### config.mk
export PLATFORM = sky130hd
export DESIGN_NAME = barometric_pressure_compensation_flat
export DESIGN_NICKNAME = d
export VERILOG_FILES = /design/src/rtl/bpc_pkg.sv /design/src/rtl/bpc_in_if.sv /design/src/rtl/bpc_out_if.sv /design/src/rtl/bpc_front.sv /design/src/rtl/bpc_queue.sv /design/src/rtl/bpc_back.sv /design/src/rtl/barometric_pressure_compensation.sv /design/src/flat_wrapper.sv
export SDC_FILE = /design/constraint.sdc
export NUM_CORES = 2
export LEC_CHECK = 0
export BUFFER_PORTS_ARGS = -buffer_cell sky130_fd_sc_hd__buf_2
export CORE_MARGIN = 2
export CORE_UTILIZATION = 35
export CTS_BUF_LIST = sky130_fd_sc_hd__clkbuf_4
export DETAILED_ROUTE_END_ITERATION = 8
export GPL_ROUTABILITY_DRIVEN = 1
export SETUP_SLACK_MARGIN = 0.4
export SYNTH_ARGS = -nofsm -noshare
export SYNTH_HDL_FRONTEND = slang
export SYNTH_SLANG_ARGS = --single-unit
### constraint.sdc
create_clock -name i_clk -period 36.8 [get_ports i_clk]
set_input_delay 0 -clock i_clk [delete_from_list [all_inputs] [get_ports i_clk]]
set_output_delay 0 -clock i_clk [all_outputs]
set_load 0.005 [all_outputs]
### src/rtl/bpc_pkg.sv
// Shared types and constants of the barometric pressure compensation block.
package bpc_pkg;

    // Field widths
    localparam int P_W      = 10;
    localparam int T_W      = 10;
    localparam int COEF_W   = 16;
    localparam int OUT_W    = 16;
    localparam int CFG_IDX_W = 3;

    // Product widths of the front multipliers
    localparam int MUL_W  = COEF_W + T_W + 1;
    localparam int T187_W = 18;

    // Default depth of the queue between front and back
    localparam int QUEUE_DEPTH = 4;

    // Compensation chain shifts
    localparam int SHIFT_A11    = 14;
    localparam int SHIFT_A1     = 11;
    localparam int SHIFT_A2_PRE = 15;
    localparam int SHIFT_A2     = 16;
    localparam int SHIFT_Y1     = 10;
    localparam int SHIFT_PC     = 13;

    // Conversion constants
    localparam logic signed [10:0] HPA_SCALE = 11'sd650;
    localparam int HPA_DIV        = 1023;
    localparam int HPA_BIAS       = 500;
    localparam int DIV1023_RECIP  = 65600;   // floor(2^26 / 1023)
    localparam int DIV1023_SHIFT  = 26;
    localparam int TEMP_SCALE     = 187;
    localparam int DIV100_RECIP   = 335545;  // ceil(2^25 / 100)
    localparam int DIV100_SHIFT   = 25;

    // Configuration register indexes
    typedef enum logic [CFG_IDX_W-1:0] {
        REG_COEF_OFFSET         = 3'd0,
        REG_COEF_PRESSURE_SLOPE = 3'd1,
        REG_COEF_TEMP_SLOPE     = 3'd2,
        REG_COEF_CROSS_PT       = 3'd3,
        REG_COEF_CROSS_PP       = 3'd4,
        REG_COEF_CROSS_TT       = 3'd5,
        REG_TEMP_OFFSET         = 3'd6
    } t_reg_idx;

    typedef struct packed {
        logic signed [COEF_W-1:0] offset;
        logic signed [COEF_W-1:0] pressure_slope;
        logic signed [COEF_W-1:0] temp_slope;
        logic signed [COEF_W-1:0] cross_pt;
        logic signed [COEF_W-1:0] cross_pp;
        logic signed [COEF_W-1:0] cross_tt;
        logic signed [COEF_W-1:0] temp_offset;
    } t_coefs;

    localparam t_coefs COEFS_RESET = '{
        offset:         16'sd0,
        pressure_slope: 16'sd0,
        temp_slope:     16'sd0,
        cross_pt:       16'sd0,
        cross_pp:       16'sd1,
        cross_tt:       16'sd1,
        temp_offset:    16'sd1190
    };

    // One queued work item: counts plus the products the front has formed
    typedef struct packed {
        logic [P_W-1:0]           p;
        logic [T_W-1:0]           t;
        logic signed [MUL_W-1:0]  m_pp;
        logic signed [MUL_W-1:0]  m_pt;
        logic signed [MUL_W-1:0]  m_tt;
        logic [T187_W-1:0]        t187;
    } t_work;

    typedef struct packed {
        logic full;
        logic empty;
    } t_q_stat;

endpackage

### src/rtl/bpc_in_if.sv
// Input channel: one pair of converter counts with valid/ready.
interface bpc_in_if;
    logic                      valid;
    logic                      ready;
    logic [bpc_pkg::P_W-1:0]   pressure_count;
    logic [bpc_pkg::T_W-1:0]   temperature_count;

    modport source (output valid, output pressure_count, output temperature_count,
                    input ready);
    modport sink   (input valid, input pressure_count, input temperature_count,
                    output ready);
endinterface

### src/rtl/bpc_out_if.sv
// Output channel: compensated count, pressure and temperature with valid/ready.
interface bpc_out_if;
    logic                              valid;
    logic                              ready;
    logic signed [bpc_pkg::OUT_W-1:0]  compensated_count;
    logic signed [bpc_pkg::OUT_W-1:0]  pressure_hpa;
    logic signed [bpc_pkg::OUT_W-1:0]  temperature_tenths;

    modport source (output valid, output compensated_count, output pressure_hpa,
                    output temperature_tenths, input ready);
    modport sink   (input valid, input compensated_count, input pressure_hpa,
                    input temperature_tenths, output ready);
endinterface

### src/rtl/bpc_front.sv
// Front end: accept a sample and form the coefficient-by-count products.
module bpc_front (
    input  logic             i_clk,
    input  logic             i_rst_n,
    input  bpc_pkg::t_coefs  i_coefs,
    bpc_in_if.sink           i_sample,
    output logic             o_push_valid,
    input  logic             i_push_ready,
    output bpc_pkg::t_work   o_push_work
);

    logic            r_valid;
    bpc_pkg::t_work  r_work;
    bpc_pkg::t_work  n_work;
    logic signed [bpc_pkg::P_W:0] p_s;
    logic signed [bpc_pkg::T_W:0] t_s;

    // Take a new sample when the slot is empty or drains this cycle
    assign i_sample.ready = !r_valid || i_push_ready;

    always_comb begin
        p_s         = $signed({1'b0, i_sample.pressure_count});
        t_s         = $signed({1'b0, i_sample.temperature_count});
        n_work.p    = i_sample.pressure_count;
        n_work.t    = i_sample.temperature_count;
        n_work.m_pp = i_coefs.cross_pp * p_s;
        n_work.m_pt = i_coefs.cross_pt * t_s;
        n_work.m_tt = i_coefs.cross_tt * t_s;
        n_work.t187 = bpc_pkg::T187_W'(bpc_pkg::TEMP_SCALE)
                      * {{(bpc_pkg::T187_W - bpc_pkg::T_W){1'b0}}, i_sample.temperature_count};
    end

    always_ff @(posedge i_clk) begin
        if (!i_rst_n) begin
            r_valid <= 1'b0;
        end else if (i_sample.ready) begin
            r_valid <= i_sample.valid;
        end
    end

    always_ff @(posedge i_clk) begin
        if (i_sample.valid && i_sample.ready) begin
            r_work <= n_work;
        end
    end

    assign o_push_valid = r_valid;
    assign o_push_work  = r_work;

endmodule

### src/rtl/bpc_queue.sv
// Short FIFO of work items between front and back.
module bpc_queue #(
    parameter int Depth = bpc_pkg::QUEUE_DEPTH
) (
    input  logic              i_clk,
    input  logic              i_rst_n,
    input  logic              i_push_valid,
    output logic              o_push_ready,
    input  bpc_pkg::t_work    i_push_work,
    output logic              o_pop_valid,
    input  logic              i_pop_ready,
    output bpc_pkg::t_work    o_pop_work,
    output bpc_pkg::t_q_stat  o_stat
);

    localparam int AW = (Depth > 1) ? $clog2(Depth) : 1;
    localparam int CW = $clog2(Depth + 1);

    bpc_pkg::t_work r_mem [Depth];
    logic [AW-1:0]  r_wptr, n_wptr;
    logic [AW-1:0]  r_rptr, n_rptr;
    logic [CW-1:0]  r_count, n_count;
    logic           push, pop;

    assign o_stat.full  = (r_count == CW'(Depth));
    assign o_stat.empty = (r_count == '0);
    assign o_push_ready = !o_stat.full;
    assign o_pop_valid  = !o_stat.empty;
    assign o_pop_work   = r_mem[r_rptr];

    assign push = i_push_valid && !o_stat.full;
    assign pop  = i_pop_ready && !o_stat.empty;

    always_comb begin
        n_wptr  = r_wptr;
        n_rptr  = r_rptr;
        n_count = r_count;
        if (push) begin
            n_wptr = (r_wptr == AW'(Depth - 1)) ? '0 : r_wptr + AW'(1);
        end
        if (pop) begin
            n_rptr = (r_rptr == AW'(Depth - 1)) ? '0 : r_rptr + AW'(1);
        end
        unique case ({push, pop})
            2'b10:   n_count = r_count + CW'(1);
            2'b01:   n_count = r_count - CW'(1);
            default: n_count = r_count;
        endcase
    end

    always_ff @(posedge i_clk) begin
        if (!i_rst_n) begin
            r_wptr  <= '0;
            r_rptr  <= '0;
            r_count <= '0;
        end else begin
            r_wptr  <= n_wptr;
            r_rptr  <= n_rptr;
            r_count <= n_count;
        end
    end

    always_ff @(posedge i_clk) begin
        if (push) begin
            r_mem[r_wptr] <= i_push_work;
        end
    end

endmodule

### src/rtl/bpc_back.sv
// Back end: nine-stage compensation and conversion pipeline with output register.
module bpc_back (
    input  logic             i_clk,
    input  logic             i_rst_n,
    input  bpc_pkg::t_coefs  i_coefs,
    input  logic             i_pop_valid,
    output logic             o_pop_ready,
    input  bpc_pkg::t_work   i_pop_work,
    bpc_out_if.source        o_result
);

    localparam int NSTG = 9;

    logic            en;
    logic [NSTG-1:0] r_v;

    // Stage 1: a11, a2, temperature quotient
    logic signed [31:0] s1_sum_a11, s1_sum_a2;
    logic [36:0]        s1_tprod;
    logic signed [16:0] r_s1_a11;
    logic signed [15:0] r_s1_a2;
    logic [10:0]        r_s1_tq;
    logic signed [bpc_pkg::MUL_W-1:0] r_s1_m_pt;
    logic [bpc_pkg::P_W-1:0] r_s1_p;
    logic [bpc_pkg::T_W-1:0] r_s1_t;

    // Stage 2: a1, temperature
    logic signed [31:0] s2_sum_a1;
    logic signed [17:0] r_s2_a1;
    logic signed [15:0] r_s2_a2;
    logic [15:0]        r_s2_temp;
    logic [bpc_pkg::P_W-1:0] r_s2_p;
    logic [bpc_pkg::T_W-1:0] r_s2_t;

    // Stage 3: a1 * P
    logic signed [28:0] r_s3_a1p;
    logic signed [15:0] r_s3_a2;
    logic [15:0]        r_s3_temp;
    logic [bpc_pkg::T_W-1:0] r_s3_t;

    // Stage 4: y1, a2 * T
    logic signed [31:0] s4_sum_y1;
    logic signed [18:0] r_s4_y1;
    logic signed [25:0] r_s4_a2t;
    logic [15:0]        r_s4_temp;

    // Stage 5: compensated count
    logic signed [31:0] s5_acc;
    logic signed [15:0] r_s5_pc;
    logic [15:0]        r_s5_temp;

    // Stage 6: 650 * pcomp, split into sign and magnitude
    logic signed [25:0] s6_x;
    logic               r_s6_neg;
    logic [24:0]        r_s6_mag;
    logic signed [15:0] r_s6_pc;
    logic [15:0]        r_s6_temp;

    // Stage 7: quotient estimate by reciprocal
    logic [41:0]        s7_prod;
    logic [14:0]        r_s7_qe;
    logic [24:0]        r_s7_mag;
    logic               r_s7_neg;
    logic signed [15:0] r_s7_pc;
    logic [15:0]        r_s7_temp;

    // Stage 8: one-step correction
    logic [25:0]        s8_rem;
    logic [14:0]        r_s8_q;
    logic               r_s8_neg;
    logic signed [15:0] r_s8_pc;
    logic [15:0]        r_s8_temp;

    // Stage 9: output register
    logic [15:0]        s9_q;
    logic [15:0]        r_s9_hpa;
    logic signed [15:0] r_s9_pc;
    logic [15:0]        r_s9_temp;

    // Freeze the whole pipe while the output register holds an untaken result
    assign en          = !r_v[NSTG-1] || o_result.ready;
    assign o_pop_ready = en;

    always_ff @(posedge i_clk) begin
        if (!i_rst_n) begin
            r_v <= '0;
        end else if (en) begin
            r_v <= {r_v[NSTG-2:0], i_pop_valid};
        end
    end

    always_comb begin
        s1_sum_a11 = (32'(i_coefs.pressure_slope) <<< bpc_pkg::SHIFT_A11)
                     + 32'(i_pop_work.m_pp);
        s1_sum_a2  = (32'(i_coefs.temp_slope) <<< bpc_pkg::SHIFT_A2_PRE)
                     + 32'(i_pop_work.m_tt >>> 1);
        s1_tprod   = i_pop_work.t187 * 19'(bpc_pkg::DIV100_RECIP);

        s2_sum_a1  = (32'(r_s1_a11) <<< bpc_pkg::SHIFT_A1) + 32'(r_s1_m_pt);

        s4_sum_y1  = (32'(i_coefs.offset) <<< bpc_pkg::SHIFT_Y1) + 32'(r_s3_a1p);

        s5_acc     = (32'(r_s4_y1) <<< bpc_pkg::SHIFT_Y1) + 32'(r_s4_a2t);

        s6_x       = r_s5_pc * bpc_pkg::HPA_SCALE;

        s7_prod    = r_s6_mag * 17'(bpc_pkg::DIV1023_RECIP);

        // Remainder n - q*1023, formed as n - q*1024 + q
        s8_rem     = {1'b0, r_s7_mag} - {1'b0, r_s7_qe, 10'b0} + {11'b0, r_s7_qe};

        s9_q       = {1'b0, r_s8_q};
    end

    always_ff @(posedge i_clk) begin
        if (en) begin
            r_s1_a11  <= 17'(s1_sum_a11 >>> bpc_pkg::SHIFT_A11);
            r_s1_a2   <= 16'(s1_sum_a2 >>> bpc_pkg::SHIFT_A2);
            r_s1_tq   <= 11'(s1_tprod >> bpc_pkg::DIV100_SHIFT);
            r_s1_m_pt <= i_pop_work.m_pt;
            r_s1_p    <= i_pop_work.p;
            r_s1_t    <= i_pop_work.t;

            r_s2_a1   <= 18'(s2_sum_a1 >>> bpc_pkg::SHIFT_A1);
            r_s2_a2   <= r_s1_a2;
            r_s2_temp <= $unsigned(i_coefs.temp_offset) - {5'b0, r_s1_tq};
            r_s2_p    <= r_s1_p;
            r_s2_t    <= r_s1_t;

            r_s3_a1p  <= r_s2_a1 * $signed({1'b0, r_s2_p});
            r_s3_a2   <= r_s2_a2;
            r_s3_temp <= r_s2_temp;
            r_s3_t    <= r_s2_t;

            r_s4_y1   <= 19'(s4_sum_y1 >>> bpc_pkg::SHIFT_Y1);
            r_s4_a2t  <= r_s3_a2 * $signed({1'b0, r_s3_t});
            r_s4_temp <= r_s3_temp;

            r_s5_pc   <= 16'(s5_acc >>> bpc_pkg::SHIFT_PC);
            r_s5_temp <= r_s4_temp;

            r_s6_neg  <= s6_x[25];
            r_s6_mag  <= 25'(s6_x[25] ? -s6_x : s6_x);
            r_s6_pc   <= r_s5_pc;
            r_s6_temp <= r_s5_temp;

            r_s7_qe   <= 15'(s7_prod >> bpc_pkg::DIV1023_SHIFT);
            r_s7_mag  <= r_s6_mag;
            r_s7_neg  <= r_s6_neg;
            r_s7_pc   <= r_s6_pc;
            r_s7_temp <= r_s6_temp;

            r_s8_q    <= r_s7_qe + 15'(s8_rem >= 26'(bpc_pkg::HPA_DIV));
            r_s8_neg  <= r_s7_neg;
            r_s8_pc   <= r_s7_pc;
            r_s8_temp <= r_s7_temp;

            r_s9_hpa  <= (r_s8_neg ? (16'd0 - s9_q) : s9_q) + 16'(bpc_pkg::HPA_BIAS);
            r_s9_pc   <= r_s8_pc;
            r_s9_temp <= r_s8_temp;
        end
    end

    assign o_result.valid              = r_v[NSTG-1];
    assign o_result.compensated_count  = r_s9_pc;
    assign o_result.pressure_hpa       = $signed(r_s9_hpa);
    assign o_result.temperature_tenths = $signed(r_s9_temp);

endmodule

### src/rtl/barometric_pressure_compensation.sv
// Top level of the barometric pressure compensation block.
//
//  channel    | dir | payload                                            | handshake
//  -----------+-----+----------------------------------------------------+------------------
//  i_sample   | in  | pressure_count, temperature_count (10b each)       | valid/ready
//  o_result   | out | compensated_count, pressure_hpa, temperature_tenths | valid/ready
//  i_cfg_*    | in  | i_cfg_idx (3b), i_cfg_data (16b)                   | write on i_cfg_we
//
// One sample per cycle sustained while the output is not stalled; a result passes
// the front register, then the queue, then nine back stages that follow
// a11 -> a1 -> a1*P -> y1 -> pcomp and the reciprocal divide by 1023.
// Reset (synchronous, active low) empties front register, queue and pipe and loads
// the coefficient reset values. A stalled output freezes only the back pipe; the
// queue and front register absorb samples until full, then input ready drops.
module barometric_pressure_compensation #(
    parameter int QueueDepth = bpc_pkg::QUEUE_DEPTH
) (
    input  logic                              i_clk,
    input  logic                              i_rst_n,
    bpc_in_if.sink                            i_sample,
    bpc_out_if.source                         o_result,
    input  logic                              i_cfg_we,
    input  logic [bpc_pkg::CFG_IDX_W-1:0]     i_cfg_idx,
    input  logic [bpc_pkg::COEF_W-1:0]        i_cfg_data
);

    // Coefficient registers, to be written only while the block is idle, which the block leaves to the user
    bpc_pkg::t_coefs   r_coefs, n_coefs;

    // Front to queue
    logic              push_valid;
    logic              push_ready;
    bpc_pkg::t_work    push_work;

    // Queue to back
    logic              pop_valid;
    logic              pop_ready;
    bpc_pkg::t_work    pop_work;
    bpc_pkg::t_q_stat  q_stat;

    // Decode a configuration write; drop writes to indexes beyond the list
    always_comb begin
        n_coefs = r_coefs;
        if (i_cfg_we) begin
            unique case (i_cfg_idx)
                bpc_pkg::REG_COEF_OFFSET:         n_coefs.offset         = i_cfg_data;
                bpc_pkg::REG_COEF_PRESSURE_SLOPE: n_coefs.pressure_slope = i_cfg_data;
                bpc_pkg::REG_COEF_TEMP_SLOPE:     n_coefs.temp_slope     = i_cfg_data;
                bpc_pkg::REG_COEF_CROSS_PT:       n_coefs.cross_pt       = i_cfg_data;
                bpc_pkg::REG_COEF_CROSS_PP:       n_coefs.cross_pp       = i_cfg_data;
                bpc_pkg::REG_COEF_CROSS_TT:       n_coefs.cross_tt       = i_cfg_data;
                bpc_pkg::REG_TEMP_OFFSET:         n_coefs.temp_offset    = i_cfg_data;
                default:                          n_coefs                = r_coefs;
            endcase
        end
    end

    always_ff @(posedge i_clk) begin
        if (!i_rst_n) begin
            r_coefs <= bpc_pkg::COEFS_RESET;
        end else begin
            r_coefs <= n_coefs;
        end
    end

    // Accept samples and form the products that need only the raw counts
    bpc_front u_front (
        .i_clk        (i_clk),
        .i_rst_n      (i_rst_n),
        .i_coefs      (r_coefs),
        .i_sample     (i_sample),
        .o_push_valid (push_valid),
        .i_push_ready (push_ready),
        .o_push_work  (push_work)
    );

    // Decouple the front from output stalls
    bpc_queue #(
        .Depth (QueueDepth)
    ) u_queue (
        .i_clk        (i_clk),
        .i_rst_n      (i_rst_n),
        .i_push_valid (push_valid),
        .o_push_ready (push_ready),
        .i_push_work  (push_work),
        .o_pop_valid  (pop_valid),
        .i_pop_ready  (pop_ready),
        .o_pop_work   (pop_work),
        .o_stat       (q_stat)
    );

    // Run the compensation chain and the two conversions
    bpc_back u_back (
        .i_clk       (i_clk),
        .i_rst_n     (i_rst_n),
        .i_coefs     (r_coefs),
        .i_pop_valid (pop_valid),
        .o_pop_ready (pop_ready),
        .i_pop_work  (pop_work),
        .o_result    (o_result)
    );

`ifndef SYNTHESIS
    // A full queue is never empty in the next cycle
    a_full_not_empty_next: assert property (@(posedge i_clk) disable iff (!i_rst_n)
        q_stat.full |=> !q_stat.empty)
        else $error("queue went from full to empty in one cycle");

    // An empty queue is never full in the next cycle
    a_empty_not_full_next: assert property (@(posedge i_clk) disable iff (!i_rst_n)
        q_stat.empty |=> !q_stat.full)
        else $error("queue went from empty to full in one cycle");

    // Reset leaves no result pending
    a_reset_clears_output: assert property (@(posedge i_clk)
        !i_rst_n |=> !o_result.valid)
        else $error("result valid right after reset");
`endif

endmodule

### src/flat_wrapper.sv
// flat-port wrapper written by rule: the top's interface ports become plain ports
module barometric_pressure_compensation_flat 
#(
    parameter int QueueDepth = bpc_pkg::QUEUE_DEPTH
)
  (i_clk, i_rst_n, i_cfg_we, i_cfg_idx, i_cfg_data, i_sample_valid, i_sample_pressure_count, i_sample_temperature_count, i_sample_ready, o_result_valid, o_result_compensated_count, o_result_pressure_hpa, o_result_temperature_tenths, o_result_ready);
  bpc_in_if i_sample_i ();
  bpc_out_if o_result_i ();
  input  logic i_clk;
  input  logic i_rst_n;
  input  logic i_cfg_we;
  input  logic [bpc_pkg::CFG_IDX_W-1:0] i_cfg_idx;
  input  logic [bpc_pkg::COEF_W-1:0] i_cfg_data;
  input wire logic [$bits(i_sample_i.valid)-1:0] i_sample_valid;
  input wire logic [$bits(i_sample_i.pressure_count)-1:0] i_sample_pressure_count;
  input wire logic [$bits(i_sample_i.temperature_count)-1:0] i_sample_temperature_count;
  output wire logic [$bits(i_sample_i.ready)-1:0] i_sample_ready;
  output wire logic [$bits(o_result_i.valid)-1:0] o_result_valid;
  output wire logic [$bits(o_result_i.compensated_count)-1:0] o_result_compensated_count;
  output wire logic [$bits(o_result_i.pressure_hpa)-1:0] o_result_pressure_hpa;
  output wire logic [$bits(o_result_i.temperature_tenths)-1:0] o_result_temperature_tenths;
  input wire logic [$bits(o_result_i.ready)-1:0] o_result_ready;
  assign i_sample_i.valid = i_sample_valid;
  assign i_sample_i.pressure_count = i_sample_pressure_count;
  assign i_sample_i.temperature_count = i_sample_temperature_count;
  assign i_sample_ready = i_sample_i.ready;
  assign o_result_valid = o_result_i.valid;
  assign o_result_compensated_count = o_result_i.compensated_count;
  assign o_result_pressure_hpa = o_result_i.pressure_hpa;
  assign o_result_temperature_tenths = o_result_i.temperature_tenths;
  assign o_result_i.ready = o_result_ready;
  barometric_pressure_compensation #(.QueueDepth(QueueDepth)) u_core (.i_clk(i_clk), .i_rst_n(i_rst_n), .i_sample(i_sample_i), .o_result(o_result_i), .i_cfg_we(i_cfg_we), .i_cfg_idx(i_cfg_idx), .i_cfg_data(i_cfg_data));
endmodule
==> metrics.md <==
| Metric | Value |
|---|---|
| Pins Over Slew Limit | `0` |
| DRC Markers | `0` |
| RSZ-0062 raised after global routing | `false` |
| Reg clk slew, reported paths | `0.07 ns` |
| Std-Cell Core Area | `227000 sq um` |
| I/O pin cnt | `94` |
| Inst Count DP | `approximately 9900` |
| Outcome | `finished clean` |
| Max-cap viol count | `0` |
| Slowest-stage cell, CP | `dfxtp_4` |
| Synth unique cells | `90` |
| Area after DPL | `83700 sq um` |
| Die ar. | `232000 sq um` |
| # fillers | `about 22000` |
| Syn Std Cell Area | `about 80000 sq um` |
| Worst Path Buf+Inv | `4` |
| Area grow syn2layout | `10.6%` |
| Post-CTS sizing | `0` |
| First-pass iteration count of the detailed router | `7` |
| Num CTS Buffers | `roughly 300` |
| Syn_nets | `8670` |
| Final setup TNS | `0 ns` |
| Vias in the first global route | `53564` |
| Layout Cells excl Fill | `around 11000` |
| Most frequent cells in the layout | `inv_1 (1349), fa_1 (918), edfxtp_1 (902), nand2_1 (788), ha_1 (732)` |
| Skew final | `0.173 ns` |
| GRT overflow | `0` |
| Slew margin rel. | `17.2%` |
| CP peak stage delay | `0.88 ns` |
| Most common cell after layout, fill and taps aside | `inv_1` |
| Port buffer count | `93` |
| CP required | `about 38 ns` |
| Routed Antenna Nets | `0` |
| # rows | `175` |
| Endpoints failing setup | `0` |
| CP delay by family, top | `adder cells` |
| Worst Setup End Kind | `flip-flop` |
| Pin count of the biggest net entering global routing | `174` |
| Drt wl/cell | `16.7 um` |
| Post-synthesis sequential area ratio | `37.2%` |
| Yosys warns | `0` |
| Clock Tree Buf Depth | `4` |
| CTS HTree Levels | `5` |
| Cell area after layout | `roughly 88000 sq um` |
| Setup WS pre-CTS | `slightly below 30 ns` |
| CP Data Arrival Time | `8.29 ns` |
| Height of the die | `482 um` |
| Vias | `49682` |
| Final worst slack | `around 30 ns` |
| # clock sinks | `approximately 1000` |
| Vias/cell | `4.72` |
| Hold Path Class | `input pin to flip-flop` |
| Routability cong. | `0.831` |
| Worst slew pin tran | `1.24 ns` |
| Worst path cell trace | `mux4_2 -> fa_1 -> inv_1 -> fa_1 -> inv_1 -> fa_1 -> fa_1 -> fa_1 -> inv_1 -> fa_1 -> inv_1 -> ha_1 -> nand4_1 -> nor2_1 -> nand3_1 -> o31ai_1 -> o21ai_1 -> o2111ai_1 -> a21oi_1 -> xnor2_1` |
| Initial Util | `35.2%` |
| Cells after Synth | `6976` |
| Crit path top cell by count | `fa_1` |
| Die width | `482 um` |
| Layout cells sized above 1 | `9.19%` |
| Maximum clock rate | `136 MHz` |
| Final WL | `176000 um` |
| CTS Root Cell | `clkbuf_4` |
| Register bit total from synthesis | `1033` |
| Setup Fix Bufs, Post-CTS | `0` |
| Nets@finish | `about 9000` |
| Gr usage total | `approximately 16%` |
| Critical path type | `flip-flop to flip-flop` |
| Post-synth top flop | `edfxtp_1` |
| TritonCTS clock tree | `yes` |
| Setup crit start kind | `flip-flop` |
| Worst-path maximum fanout | `40` |
| Initial antenna violation count | `8` |
| Final hold vios | `0` |
| HPWL Detailed | `128000 um` |
| Number of DRC markers in iteration 0 | `2625` |
| Fin crit share | `20.0%` |
| Post-Syn Area per Cell | `11.5 sq um` |
| Ys async rst share | `0%` |
| Clock Latency Late Sink | `approximately 1.3 ns` |
| First-pass GRT wire length | `287000 um` |
| Min Tclk post-route | `between 7 and 8 ns` |
| EDFF count, synth | `about 900` |
[cell usage after synthesis, drive strengths merged (8+ instances only)]
| cell | number | area [sq um] |
|---|---|---|
| a2111oi | 10 | 101 |
| a31oi | 15 | 93.8 |
| a21boi | 130 | 980 |
| buf | 22 | 101 |
| or2 | 12 | 75.1 |
| mux4 | 77 | 1730 |
| ha | 732 | 9160 |
| and2 | 380 | 2380 |
| nand2b | 34 | 213 |
| a21o | 48 | 360 |
| fa | 918 | 18400 |
| inv | 1350 | 5070 |
| a21oi | 149 | 753 |
| nand2 | 788 | 2960 |
| a211oi | 13 | 103 |
| or3 | 29 | 181 |
| o21bai | 20 | 161 |
| and3 | 27 | 169 |
| o31a | 9 | 78.8 |
| nor4 | 10 | 68.8 |
| edfxtp | 902 | 27100 |
| a31o | 8 | 70.1 |
| o31ai | 9 | 67.6 |
| nor2 | 217 | 817 |
| o211ai | 9 | 67.6 |
| xor2 | 78 | 683 |
| nand3 | 71 | 355 |
| dfxtp | 131 | 2620 |
| nor2b | 40 | 250 |
| o21ai | 108 | 541 |
| clkbuf | 177 | 666 |
| nor3 | 77 | 385 |
| xnor2 | 217 | 1900 |
| nand4 | 19 | 119 |
| o21a | 37 | 278 |
[through the flow]
| stage | hold WS [ns] | util (%) |
|---|---|---|
| 2_1_floorplan | 0.0989 | - |
| 3_5_place_dp | 0.342 | 36.8 |
| 4_1_cts | 0.0990 | 38.9 |
| 5_1_grt | 0.176 | 38.9 |
| 3_3_place_gp | 0.314 | 36.8 |
| 6_report | 0.302 | 38.9 |
[logic make-up (layout without fill, tap and decap cells)]
group | Yosys count | after routing | synth area share, %
buffers and inverters | 1550 | 2083 | 7.30
multiplexers | 86 | 86 | 2.29
adder cells (fa/ha/maj) | 1650 | 1650 | 34.4
XOR/XNOR | 295 | 295 | 3.23
AO/OA/AOI/OAI | 635 | 635 | 5.38
AND/OR/NAND/NOR | 1727 | 1727 | 10.2
other | 0 | 7 | 0
flip-flops | 1033 | 1033 | 37.2
[timing repair]
item	CTS	global route
hold buffers	118	0
setup endpoints to repair	0	0
endpoints found under the hold margin	309	0
[tightest hold or removal path, cell delays in order]
cell           delay (ns)
dlygate4sd3_1        0.52
buf_2                0.09
dlygate4sd3_1        0.53
nor2b_1              0.05
buf_4                0.19
nand2_1              0.07
a21boi_0             0.06
[metal layers]
| layer | GRT usage, % | share of wire [%] | up-vias | wire length (um) |
|---|---|---|---|---|
| met1 | 20.8 | 45 | 24764 | 79800 |
| met5 | 0 | 0 | - | 0 |
| met4 | 4.83 | 2.4 | 0 | 4310 |
| met3 | 2.55 | 4.8 | 312 | 8500 |
| met2 | 25.9 | 47 | 1118 | 83500 |
| li1 | - | - | 23488 | - |
[cell type report]
| class | count | area, sq um | area share, % |
|---|---|---|---|
| multi-input combinational | 4393 | 44500 | 50.3 |
| sequential | 1033 | 29700 | 33.6 |
| inverter | 1351 | 5080 | 5.74 |
| tap | 3009 | 3760 | 4.26 |
| clock buffer | 413 | 3100 | 3.50 |
| timing repair buffer | 239 | 1870 | 2.12 |
| clock inverter | 80 | 459 | 0.519 |
| antenna | 7 | 17.5 | 0.0198 |
[final timing paths]
path / start / endpoint / slack (ns) / cells after the start
worst max-delay path: flip-flop / u_core.u_back.r_s1_tq[10] / 29.46 / 20
worst min-delay path: o_result_ready / u_core.u_back.r_v[7] / 0.30 / 7
worst max register to register: flip-flop / u_core.u_back.r_s1_tq[10] / 29.46 / 20
worst min register to register: u_core.u_back.r_s1_a2[1] / u_core.u_back.r_s2_a2[1] / 0.31 / 0
[sequential cells by signal, indices dropped and copies added, names as in the netlist, 17 cells and up, named ones only]
signal / flops
u_core.u_queue.r_mem: 308
u_core.r_coefs: 112
u_core.u_front.o_push_work: 77
u_core.u_back.r_s6_mag: 24
u_core.u_back.r_s7_mag: 24
u_core.u_back.r_s3_a1p: 19
u_core.u_back.r_s4_y1: 19
u_core.u_back.r_s2_a1: 18
u_core.u_back.r_s1_a11: 17
Power is not shown: default switching activity piles up to over one toggle a cycle in this logic, so the estimate is an artifact.
